$ cat config.mk
export PLATFORM = sky130hd
export DESIGN_NAME = escape_sequence_decoder
export DESIGN_NICKNAME = d
export VERILOG_FILES = /design/src/rtl/esd_pkg.sv /design/src/rtl/esd_decode.sv /design/src/rtl/escape_sequence_decoder.sv
export SDC_FILE = /design/constraint.sdc
export NUM_CORES = 1
export LEC_CHECK = 0
export ABC_AREA = 1
export BUFFER_PORTS_ARGS = -buffer_cell sky130_fd_sc_hd__buf_2
export CORE_AREA = 8 8 98 100
export CTS_CLUSTER_DIAMETER = 60
export DETAILED_ROUTE_END_ITERATION = 7
export DIE_AREA = 0 0 106 108
export PLACE_DENSITY_LB_ADDON = 0.2
export SYNTH_ARGS = -nofsm -noshare
export SYNTH_HDL_FRONTEND = slang
export SYNTH_SLANG_ARGS = --single-unit
$ cat constraint.sdc
create_clock -name clk -period 3.9 [get_ports clk]
set_clock_uncertainty 0.2 [all_clocks]
set_input_delay 0.78 -clock clk [delete_from_list [all_inputs] [get_ports clk]]
set_output_delay 0.78 -clock clk [all_outputs]
set_load 0.01 [all_outputs]
$ cat src/rtl/esd_pkg.sv
// ----------------------------------------------------------------------------
// esd_pkg
// Shared types and character constants for the escape sequence decoder.
// ----------------------------------------------------------------------------
package esd_pkg;

  // Characters that the decoder recognizes
  localparam logic [7:0] CH_TAB = 8'h09;
  localparam logic [7:0] CH_LF  = 8'h0A;
  localparam logic [7:0] CH_CR  = 8'h0D;
  localparam logic [7:0] CH_BSL = 8'h5C;
  localparam logic [7:0] CH_T   = 8'h74;
  localparam logic [7:0] CH_N   = 8'h6E;
  localparam logic [7:0] CH_R   = 8'h72;
  localparam logic [7:0] CH_C   = 8'h63;
  localparam logic [7:0] CH_X   = 8'h78;

  localparam logic [7:0] COLOUR_RESET = 8'd28;

  // Parser state, one-hot
  typedef enum logic [3:0] {
    MODE_TEXT = 4'b0001,
    MODE_ESC  = 4'b0010,
    MODE_HEX  = 4'b0100,
    MODE_OCT  = 4'b1000
  } esd_mode_t;

  // One output word
  typedef struct packed {
    logic [7:0] out_byte;
    logic       has_byte;
    logic       run_last;
    logic       string_end;
  } esd_result_t;

  // Decoder result for one input word: up to two output words
  typedef struct packed {
    logic [1:0]  n;
    esd_result_t r0;
    esd_result_t r1;
  } esd_dec_t;

endpackage

$ cat src/rtl/esd_decode.sv
// ----------------------------------------------------------------------------
// esd_decode
// Parser state and single-pass escape decode of one input byte.
// ----------------------------------------------------------------------------
module esd_decode
  import esd_pkg::*;
(
  input  logic       clk,
  input  logic       rst,
  input  logic       advance,
  input  logic [7:0] data_byte,
  input  logic       is_last,
  input  logic [7:0] colour_code,
  output esd_dec_t   dec
);

  esd_mode_t  mode, mode_next;
  logic [7:0] acc, acc_next;
  logic [1:0] cnt, cnt_next;

  esd_mode_t  mode_mid;
  logic [7:0] acc_mid;
  logic [1:0] cnt_mid;
  logic [7:0] v0, v1;
  logic [1:0] n;
  logic       end_str;
  logic       hex_ok;
  logic [3:0] hex_d;
  logic       oct_ok;
  logic [7:0] acc_hex, acc_oct;

  // Hex digit classify
  always_comb begin
    hex_ok = 1'b0;
    hex_d  = data_byte[3:0];
    if (data_byte >= 8'h30 && data_byte <= 8'h39) begin
      hex_ok = 1'b1;
    end else if ((data_byte >= 8'h61 && data_byte <= 8'h66) ||
                 (data_byte >= 8'h41 && data_byte <= 8'h46)) begin
      hex_ok = 1'b1;
      hex_d  = data_byte[3:0] + 4'd9;
    end
  end

  assign oct_ok  = (data_byte[7:3] == 5'b00110);
  assign acc_hex = {acc[3:0], hex_d};
  assign acc_oct = {acc[4:0], data_byte[2:0]};
  assign end_str = (data_byte == 8'd0) || is_last;

  always_comb begin
    mode_mid = mode;
    acc_mid  = acc;
    cnt_mid  = cnt;
    v0       = '0;
    v1       = '0;
    n        = 2'd0;
    if (data_byte != 8'd0) begin
      unique case (mode)
        MODE_TEXT: begin
          if (data_byte == CH_BSL) begin
            mode_mid = MODE_ESC;
          end else begin
            v0 = data_byte;
            n  = 2'd1;
          end
        end
        MODE_ESC: begin
          mode_mid = MODE_TEXT;
          priority if (data_byte == CH_T) begin
            v0 = CH_TAB;
            n  = 2'd1;
          end else if (data_byte == CH_N) begin
            v0 = CH_LF;
            n  = 2'd1;
          end else if (data_byte == CH_R) begin
            v0 = CH_CR;
            n  = 2'd1;
          end else if (data_byte == CH_C) begin
            v0 = colour_code;
            n  = 2'd1;
          end else if (data_byte == CH_X) begin
            mode_mid = MODE_HEX;
            acc_mid  = '0;
            cnt_mid  = 2'd0;
          end else if (oct_ok) begin
            mode_mid = MODE_OCT;
            acc_mid  = {5'd0, data_byte[2:0]};
            cnt_mid  = 2'd1;
          end else if (data_byte == CH_LF) begin
            // line continuation: drop both bytes
            mode_mid = MODE_TEXT;
          end else begin
            v0 = data_byte;
            n  = 2'd1;
          end
        end
        MODE_HEX, MODE_OCT: begin
          if ((mode == MODE_HEX) ? hex_ok : oct_ok) begin
            acc_mid = (mode == MODE_HEX) ? acc_hex : acc_oct;
            cnt_mid = cnt + 2'd1;
            if ((mode == MODE_HEX) ? (cnt == 2'd1) : (cnt == 2'd2)) begin
              v0       = acc_mid;
              n        = 2'd1;
              mode_mid = MODE_TEXT;
              acc_mid  = '0;
              cnt_mid  = 2'd0;
            end
          end else begin
            // emit the value, then treat this byte as text
            v0      = acc;
            acc_mid = '0;
            cnt_mid = 2'd0;
            if (data_byte == CH_BSL) begin
              mode_mid = MODE_ESC;
              n        = 2'd1;
            end else begin
              mode_mid = MODE_TEXT;
              v1       = data_byte;
              n        = 2'd2;
            end
          end
        end
        default: begin
          mode_mid = MODE_TEXT;
        end
      endcase
    end
    // flush a pending numeric value at end of string
    if (end_str && (mode_mid == MODE_HEX || mode_mid == MODE_OCT)) begin
      if (n == 2'd0) begin
        v0 = acc_mid;
        n  = 2'd1;
      end else begin
        v1 = acc_mid;
        n  = 2'd2;
      end
    end
  end

  always_comb begin
    mode_next = mode_mid;
    acc_next  = acc_mid;
    cnt_next  = cnt_mid;
    if (end_str) begin
      mode_next = MODE_TEXT;
      acc_next  = '0;
      cnt_next  = 2'd0;
    end
    dec.r0.out_byte   = v0;
    dec.r0.has_byte   = (n != 2'd0);
    dec.r0.run_last   = (n != 2'd2);
    dec.r0.string_end = end_str && (n != 2'd2);
    dec.r1.out_byte   = v1;
    dec.r1.has_byte   = 1'b1;
    dec.r1.run_last   = 1'b1;
    dec.r1.string_end = end_str;
    dec.n             = (n == 2'd0) ? {1'b0, end_str} : n;
  end

  always_ff @(posedge clk) begin
    if (rst) begin
      mode <= MODE_TEXT;
      acc  <= '0;
      cnt  <= 2'd0;
    end else if (advance) begin
      mode <= mode_next;
      acc  <= acc_next;
      cnt  <= cnt_next;
    end
  end

  a_end_clears: assert property (@(posedge clk) disable iff (rst)
    advance && end_str |=> mode == MODE_TEXT && acc == 8'd0 && cnt == 2'd0)
    else $error("parser state not cleared after end of string");

  a_text_no_count: assert property (@(posedge clk) disable iff (rst)
    (mode == MODE_TEXT || mode == MODE_ESC) |-> cnt == 2'd0 && acc == 8'd0)
    else $error("digit state left over outside a numeric escape");

endmodule

$ cat src/rtl/escape_sequence_decoder.sv
// ----------------------------------------------------------------------------
// escape_sequence_decoder
// Expands backslash escapes in a byte stream, one input word per cycle unless stalled.
// ----------------------------------------------------------------------------
// An accepted input word's output words are written into the output queue as it is taken.
// Throughput: one input word per cycle while not stalled; a word that expands into two output
//   words takes two slots of the output queue, which drains one word a cycle unless out_stall is high.
// Input stalls while fewer than two queue slots are free (queue depth FIFO_DEPTH).
// Reset (rst, synchronous): parser to plain text, queue empty, colour code 0x1C.
module escape_sequence_decoder
  import esd_pkg::*;
#(
  parameter int FIFO_DEPTH = 4  // power of two, at least 2
) (
  input  logic       clk,
  input  logic       rst,
  // input channel
  input  logic       in_valid,
  output logic       in_stall,
  input  logic [7:0] data_byte,
  input  logic       is_last,
  // output channel
  output logic       out_valid,
  input  logic       out_stall,
  output logic [7:0] out_byte,
  output logic       has_byte,
  output logic       run_last,
  output logic       string_end,
  // colour code register write
  input  logic       cfg_valid,
  output logic       cfg_ready,
  input  logic [7:0] cfg_data
);

  localparam int PTR_W = $clog2(FIFO_DEPTH);
  localparam int CNT_W = $clog2(FIFO_DEPTH + 1);

  logic [7:0]       colour_code;
  esd_dec_t         dec;
  logic             accept;
  logic             pop;
  logic [1:0]       push_n;

  esd_result_t      queue [FIFO_DEPTH];
  logic [PTR_W-1:0] wr_ptr, rd_ptr;
  logic [CNT_W-1:0] count, count_next;
  esd_result_t      head;

  // Config register: always ready; user must write it only while idle (the block does not enforce it)
  assign cfg_ready = 1'b1;

  always_ff @(posedge clk) begin
    if (rst) begin
      colour_code <= COLOUR_RESET;
    end else if (cfg_valid && cfg_ready) begin
      colour_code <= cfg_data;
    end
  end

  // Input side: take a word only when the queue can hold both possible results
  assign in_stall = (count > CNT_W'(FIFO_DEPTH - 2));
  assign accept   = in_valid && !in_stall;

  esd_decode u_decode (
    .clk         (clk),
    .rst         (rst),
    .advance     (accept),
    .data_byte   (data_byte),
    .is_last     (is_last),
    .colour_code (colour_code),
    .dec         (dec)
  );

  // Words to push this cycle: zero, one, or two
  assign push_n = accept ? dec.n : 2'd0;

  // Output queue: two writes, one read at the head
  always_ff @(posedge clk) begin
    if (push_n != 2'd0) begin
      queue[wr_ptr] <= dec.r0;
    end
    if (push_n == 2'd2) begin
      queue[wr_ptr + PTR_W'(1)] <= dec.r1;
    end
  end

  assign head       = queue[rd_ptr];
  assign out_valid  = (count != '0);
  assign pop        = out_valid && !out_stall;
  assign out_byte   = head.out_byte;
  assign has_byte   = head.has_byte;
  assign run_last   = head.run_last;
  assign string_end = head.string_end;

  assign count_next = count + CNT_W'(push_n) - CNT_W'(pop);

  // Advance pointers; hold when idle
  always_ff @(posedge clk) begin
    if (rst) begin
      wr_ptr <= '0;
      rd_ptr <= '0;
      count  <= '0;
    end else begin
      wr_ptr <= wr_ptr + PTR_W'(push_n);
      if (pop) begin
        rd_ptr <= rd_ptr + PTR_W'(1);
      end
      count <= count_next;
    end
  end

  a_count_bound: assert property (@(posedge clk) disable iff (rst)
    count <= CNT_W'(FIFO_DEPTH))
    else $error("output queue overflow");

  a_end_is_run_last: assert property (@(posedge clk) disable iff (rst)
    out_valid && string_end |-> run_last)
    else $error("string end without run last");

  a_marker_empty: assert property (@(posedge clk) disable iff (rst)
    out_valid && !has_byte |-> out_byte == 8'd0 && string_end)
    else $error("bare marker carries a byte or is not a string end");

  a_count_track: assert property (@(posedge clk) disable iff (rst)
    accept && dec.n == 2'd0 && !pop |=> $stable(count))
    else $error("queue count moved without a push or pop");

endmodule

; ---- Word level (Yosys, flattened, before mapping)
; Memories as Yosys holds them, arrays and structs flattened. A register that Yosys moved wholly into a read port is not among the register bits.
; Cells that the tools add are included.
; Widths: inputs -> output; s select.
[word_totals]
output_inout_bits = 14
ram_bits = 44
reg_bits = 29
mem_count = 1
[classes]
n_reduce_logical = 23
add_sub_neg = 7
n_eq_ne = 23
muxes = 84
magnitude_cmp = 7
[memory_table]
columns = name, words, width, read_ports, rd_ports_with_merged_regs, write_ports, line
row1 = queue, 4, 11, 1, 1, 2, escape_sequence_decoder.sv:44  ; esd_result_t queue [FIFO_DEPTH];
[op_table]
columns = op, count
row1 = $mux 8, 29
row2 = $mux 2, 26
row3 = $mux 4, 13
row4 = $eq 8x7->1 const B, 6
row5 = $pmux 8 s3, 1
row6 = $ge 8x7->1 const B, 2
row7 = $le 8x7->1 const B, 2
row8 = $pmux 8 s2, 1
row9 = $ne 3x2->1 const B, 4
row10 = $pmux 4 s3, 1
row11 = $mux 1, 11
row12 = $eq 4x3->1 const B, 2
row13 = $eq 4x4->1 const B, 2
row14 = $eq 8x4->1 const B, 1
row15 = $ge 8x6->1 const B, 1
row16 = $le 8x6->1 const B, 1
row17 = $logic_not 8->1, 1
row18 = $reduce_and 8->1, 1
row19 = $reduce_bool 8->1, 1
row20 = $logic_and 1x1->1, 7
row21 = $add 2x1->2 const B, 3
row22 = $pmux 2 s3, 1
row23 = $reduce_bool 2->1, 3
row24 = $reduce_bool 3->1, 2
row25 = 17 further kinds, 22

; ---- Logic depth before layout (Yosys ltp)
[depth]
word_depth = 19
depth_mapped = 20
depth_no_buf = 20

; ---- Cells and area by module
; A second synthesis with hierarchy kept.
[unflattened]
cells_unflattened = 749
hier_area_um2 = 5365.1
[by_module_without_submodules]
columns = mod, instances, cells_per_inst, area_each_um2
row1 = escape_sequence_decoder, 1, 381, 3275.6
row2 = esd_decode, 1, 368, 2089.5

; ---- Worst setup path after synthesis
; Ideal clock, no wire load.
[synth_path]
path_kind = in2reg
startpoint = input port data_byte[1]
endpoint = register count[2]
required_time_ns = 3.572
arrival_ns = 2.912
setup_time_ns = 0.128
stages = 15
path_slack_ns = 0.660
cell_sequence = inv_1 > ha_1 > o21ai_0 > nor2_1 > nor2_4 > nand2_4 > nand2_4 > nand2_4 > nor3_4 > nand2_2 > ha_1 > fa_1 > xor2_1 > inv_1 > nor2_1
[synth_via]
elab_chain_cells = 18
word_cells_on_any_way = 57
classes_between = 2 x add/sub / 6 x order compare / 9 x eq/ne / 29 x mux / 11 x reduce/logical
[synth_lines]
columns = item, line
row1 = start: declaration, escape_sequence_decoder.sv:20  ; input logic [7:0] data_byte,
row2 = "$ge 8x7->1, or another cell as far along", esd_decode.sv:38  ; end else if ((data_byte >= 8'h61 && data_byte <= 8'h66) ||
row3 = "$logic_and 1x1->1, or another cell as far along", esd_decode.sv:38
row4 = $logic_or 1x1->1 or $mux 2 (tied branches), "esd_decode.sv:38, esd_decode.sv:85"
row5 = $mux 1 or $mux 2 (tied branches), "esd_decode.sv:38, esd_decode.sv:81"
row6 = $mux 1 or $mux 2 (tied branches), "esd_decode.sv:36, esd_decode.sv:78"
row7 = $mux 1 or $mux 2 (tied branches), "esd_decode.sv:98, esd_decode.sv:75"
row8 = $mux 4 or $mux 2 (tied branches), "esd_decode.sv:98, esd_decode.sv:72"
row9 = $pmux 4 s3 or $mux 2 (tied branches), "esd_decode.sv:58, esd_decode.sv:69"
row10 = [2 not listed], -
row11 = $logic_or 1x1->1 or $logic_not 2->1 (tied branches), "esd_decode.sv:129, esd_decode.sv:130"
row12 = $logic_and 1x1->1 or $mux 2 (tied branches), "esd_decode.sv:129, esd_decode.sv:130"
row13 = $mux 2, esd_decode.sv:129  ; if (end_str && (mode_mid == MODE_HEX || mode_mid == MODE_OCT)) begin
row14 = $logic_not 2->1, esd_decode.sv:157  ; dec.n = (n == 2'd0) ? {1'b0, end_str} : n;
row15 = $mux 2 (*), esd_decode.sv:157
row16 = $mux 2 (*), escape_sequence_decoder.sv:75  ; assign push_n = accept ? dec.n : 2'd0;
row17 = $add 3x2->3 (*), escape_sequence_decoder.sv:95  ; assign count_next = count + CNT_W'(push_n) - CNT_W'(pop);
row18 = $sub 3x1->3 (*), escape_sequence_decoder.sv:95
row19 = end signal: assignment, escape_sequence_decoder.sv:108  ; count <= count_next;
row20 = end: declaration, escape_sequence_decoder.sv:46  ; logic [CNT_W-1:0] count, count_next;
; Mark *: on every way between the ends. The rest lies on a longest branch, timed or not.
; A chain may end at the register's enable or synchronous reset.

==> metrics.md <==
| Metric | Value |
|---|---|
| Multi-input gate area | 2530 sq um |
| Layout area overhead | 10.4% |
| DR WL/cell | 15.9 microns |
| Placed cells | 826 |
| Simple-gate share of the synthesized area | 37.1% |
| Core area | 8050 sq um |
| CTS buffer count | 9 |
| Max-slew violations | 0 |
| CP Max Fanout | 12 |
| EDFF count, synth | 36 |
| Final ANT Viol Nets | 0 |
| Final wirelength | 13.3 mm |
| Yosys warns | 0 |
| Post-CTS Setup Bufs | 0 |
| CP startpoint kind | input pin |
| Vias in the first global route | 4447 |
| Final setup fails | 0 |
| Die Y-Extent | 108 microns |
| Period utilization | 88.0% |
| Starting density of the core | 59.1% |
| Vias | 4715 |
| Post-CTS resize count | 0 |
| Post-synth top cells | nand2_1 (233), nor2_1 (87), inv_1 (60) |
| Die width | 106 microns |
| Async SR Flop Fraction | 0% |
| All-Layer GR Usage | 23.3% |
| CTS H-tree lvls | 3 |
| Top-count cell post-synth | nand2_1 |
| Flops & latches, synth | 75 |
| RR Startpoint | u_decode.mode[1] |
| Worst path required time | 3710 ps |
| Post-DP HPWL | 10.5 mm |
| Multiplexer share of the synthesized area | 0% |
| Grt total ovfl | 0 |
| Measured slew at the worst slew-check pin | 598 ps |
| CTS tree | yes |
| Initial antenna violation count | 0 |
| Setup TNS | 0 ps |
| Leak | 2.46 nW |
| Synth Instances | 697 |
| Largest net degree at the start of global routing | 24 |
| Drt pass-1 iters | 5 |
| Tmin final | 3430 ps |
| Avg Vias per Cell | 5.60 |
| CTS root buf | clkbuf_8 |
| Sink Count | 75 |
| Critical path class | in2reg |
| Pwr dens | 455 nW/um^2 |
| Register area | 1860 sq um |
| GP Congestion | 1.01 |
| Core Rows | 33 |
| Hold Path Class | reg2reg |
| Fmax | 291 MHz |
| Crit path arrival time | 3240 ps |
| R2R Setup Slk | 680 ps |
| Worst Hold Launch | rd_ptr[1] |
| Worst vdd ir | 0.239 mV |
| Synth Flop Type | dfxtp_1 |
| Layout cells sized above 1 | 11.9% |
| Max Root-Sink Buffers | 2 |
| Post-Synth Adder-Cell Area | 2.53% |
| Leading post-synthesis cells by cell area | edfxtp_1 (23%), nand2_1 (18%), dfxtp_1 (16%), nor2_1 (6.9%), nand3_1 (5.8%) |
| Seq/Total Area, Yosys | 39.2% |
| Layout net count | 763 |
| Slew HR | 60.1% |
| Final cell count without fillers | 842 |
| Mean Syn Cell Area | 6.82 sq um |
| Ant diodes | 0 |
| Die area | 11400 sq um |
| Clock-pin slew on the worst setup and hold paths | 100 ps |
| Worst skew pair latency | 370 ps |
| Final Hold Vio Count | 0 |
| DRC | 0 |
| FF-to-FF path depth | 13 |
| RSZ-0062 raised after global routing | no |
| First-pass GRT wire length | 21.6 mm |
| Syn Nets | 728 |
| Post-synth top area cell | edfxtp_1 |
| Hold_buf cts | 0 |
| Buffers on Ports | 34 |
| Post-synth top area share | 22.7% |
| DRT iter0 DRCs | 369 |
| Layout fillers | 724 |
| Unique masters post-synth | 42 |
| Reg2Reg Capture Point | queue[0][3] |
| Worst hold stages | 2 |
| Boundary Pins | 36 |
| Synthesized cell area | 4750 sq um |
| Dominant combinational cell family by area after synthesis | simple AND/OR/NAND/NOR gates |
| Max cap viols | 0 |
| Post-Synth XOR/XNOR Area | 1.11% |
| Post-synthesis compound-gate area fraction | 12.4% |
| Worst setup EP type | flip-flop |
| Status | finished clean |
-- final cells by class --
| cell class | instances | area share (%) |
|---|---|---|
| Multi-Input combinational cell | 532 | 48.2 |
| Sequential cell | 75 | 35.5 |
| Inverter | 73 | 5.32 |
| Timing Repair Buffer | 41 | 4.24 |
| Clock buffer | 10 | 2.84 |
| Tap cell | 105 | 2.50 |
| Clock inverter | 6 | 1.41 |
-- cell families after synthesis --
group	after synthesis
buf+inv	90
compound gates	105
xor+xnor	6
simple gates	411
flops	75
other cells	1
fa+ha+maj	9
-- per-stage QoR --
stage	util, %	power [mW]	hold WS [ps]	setup WS [ps]	cell area (sq um)
after floorplan	-	1.51	224	660	4750
after global placement	62.4	1.70	241	294	5020
after detailed placement	62.4	1.73	246	182	5020
after CTS	65.2	2.39	268	526	5250
after global routing	65.2	2.52	287	326	5250
final	65.2	2.39	267	467	5250
-- state kept, by name (all words and copies together) (netlist names), named ones only --
signal / count
queue: 44
u_decode.acc: 8
rd_ptr: 2
u_decode.cnt: 2
u_decode.mode: 4
wr_ptr: 2
colour_code: 8
count: 3
-- per-layer routing --
metal,up-vias,share of wire (%),routed length [microns],track usage [%]
met3,42,6.1,818,4.76
met2,199,49,6500,41.2
met1,2124,42,5620,27.4
met5,-,0,0,0
li1,2350,-,-,-
met4,0,3.0,407,9.05
-- where the power goes --
part	leakage (nW)	switching (mW)	internal, mW
combinational	1.66	0.444	0.243
clock	0.115	0.331	0.346
sequential	0.682	0.0609	0.964
total	2.46	0.835	1.55
-- critical path: stages --
cell and delay, ps:
buf_2 130, inv_1 170, ha_1 280, o21ai_0 120, nor2_1 190, nor2_4 70
nand2_4 90, nand2_4 80, nand2_4 90, nand3_1 80, nand2_1 90, nand2_1 60
o21ai_1 70, nand2_1 90, nand2_2 250, nand2_1 210, nand2_1 380
-- cells in the final DEF (no fill, tap or decap), drive strengths merged, types with 4 or more instances in the layout --
cell type and count:
clkinv 4, o21ai 53, nand4 7, o22ai 16, buf 41, clkbuf 10
nand2 243, nand3 57, o211ai 4, ha 8, nor2 94, a21oi 22
o221ai 4, nor3 6, inv 74, dfxtp 39, edfxtp 36
-- worst max-delay path by stage --
stage	startpoint	endpoint	slack (ps)
CTS	data_byte[1]	queue[0][3]	530
finish	data_byte[1]	queue[0][3]	470
global route	data_byte[1]	queue[0][6]	330
global placement	data_byte[0]	count[2]	290
detailed placement	data_byte[1]	queue[0][4]	180
floorplan	data_byte[1]	count[2]	660
Note: power is estimated with default switching activity, not from simulation.
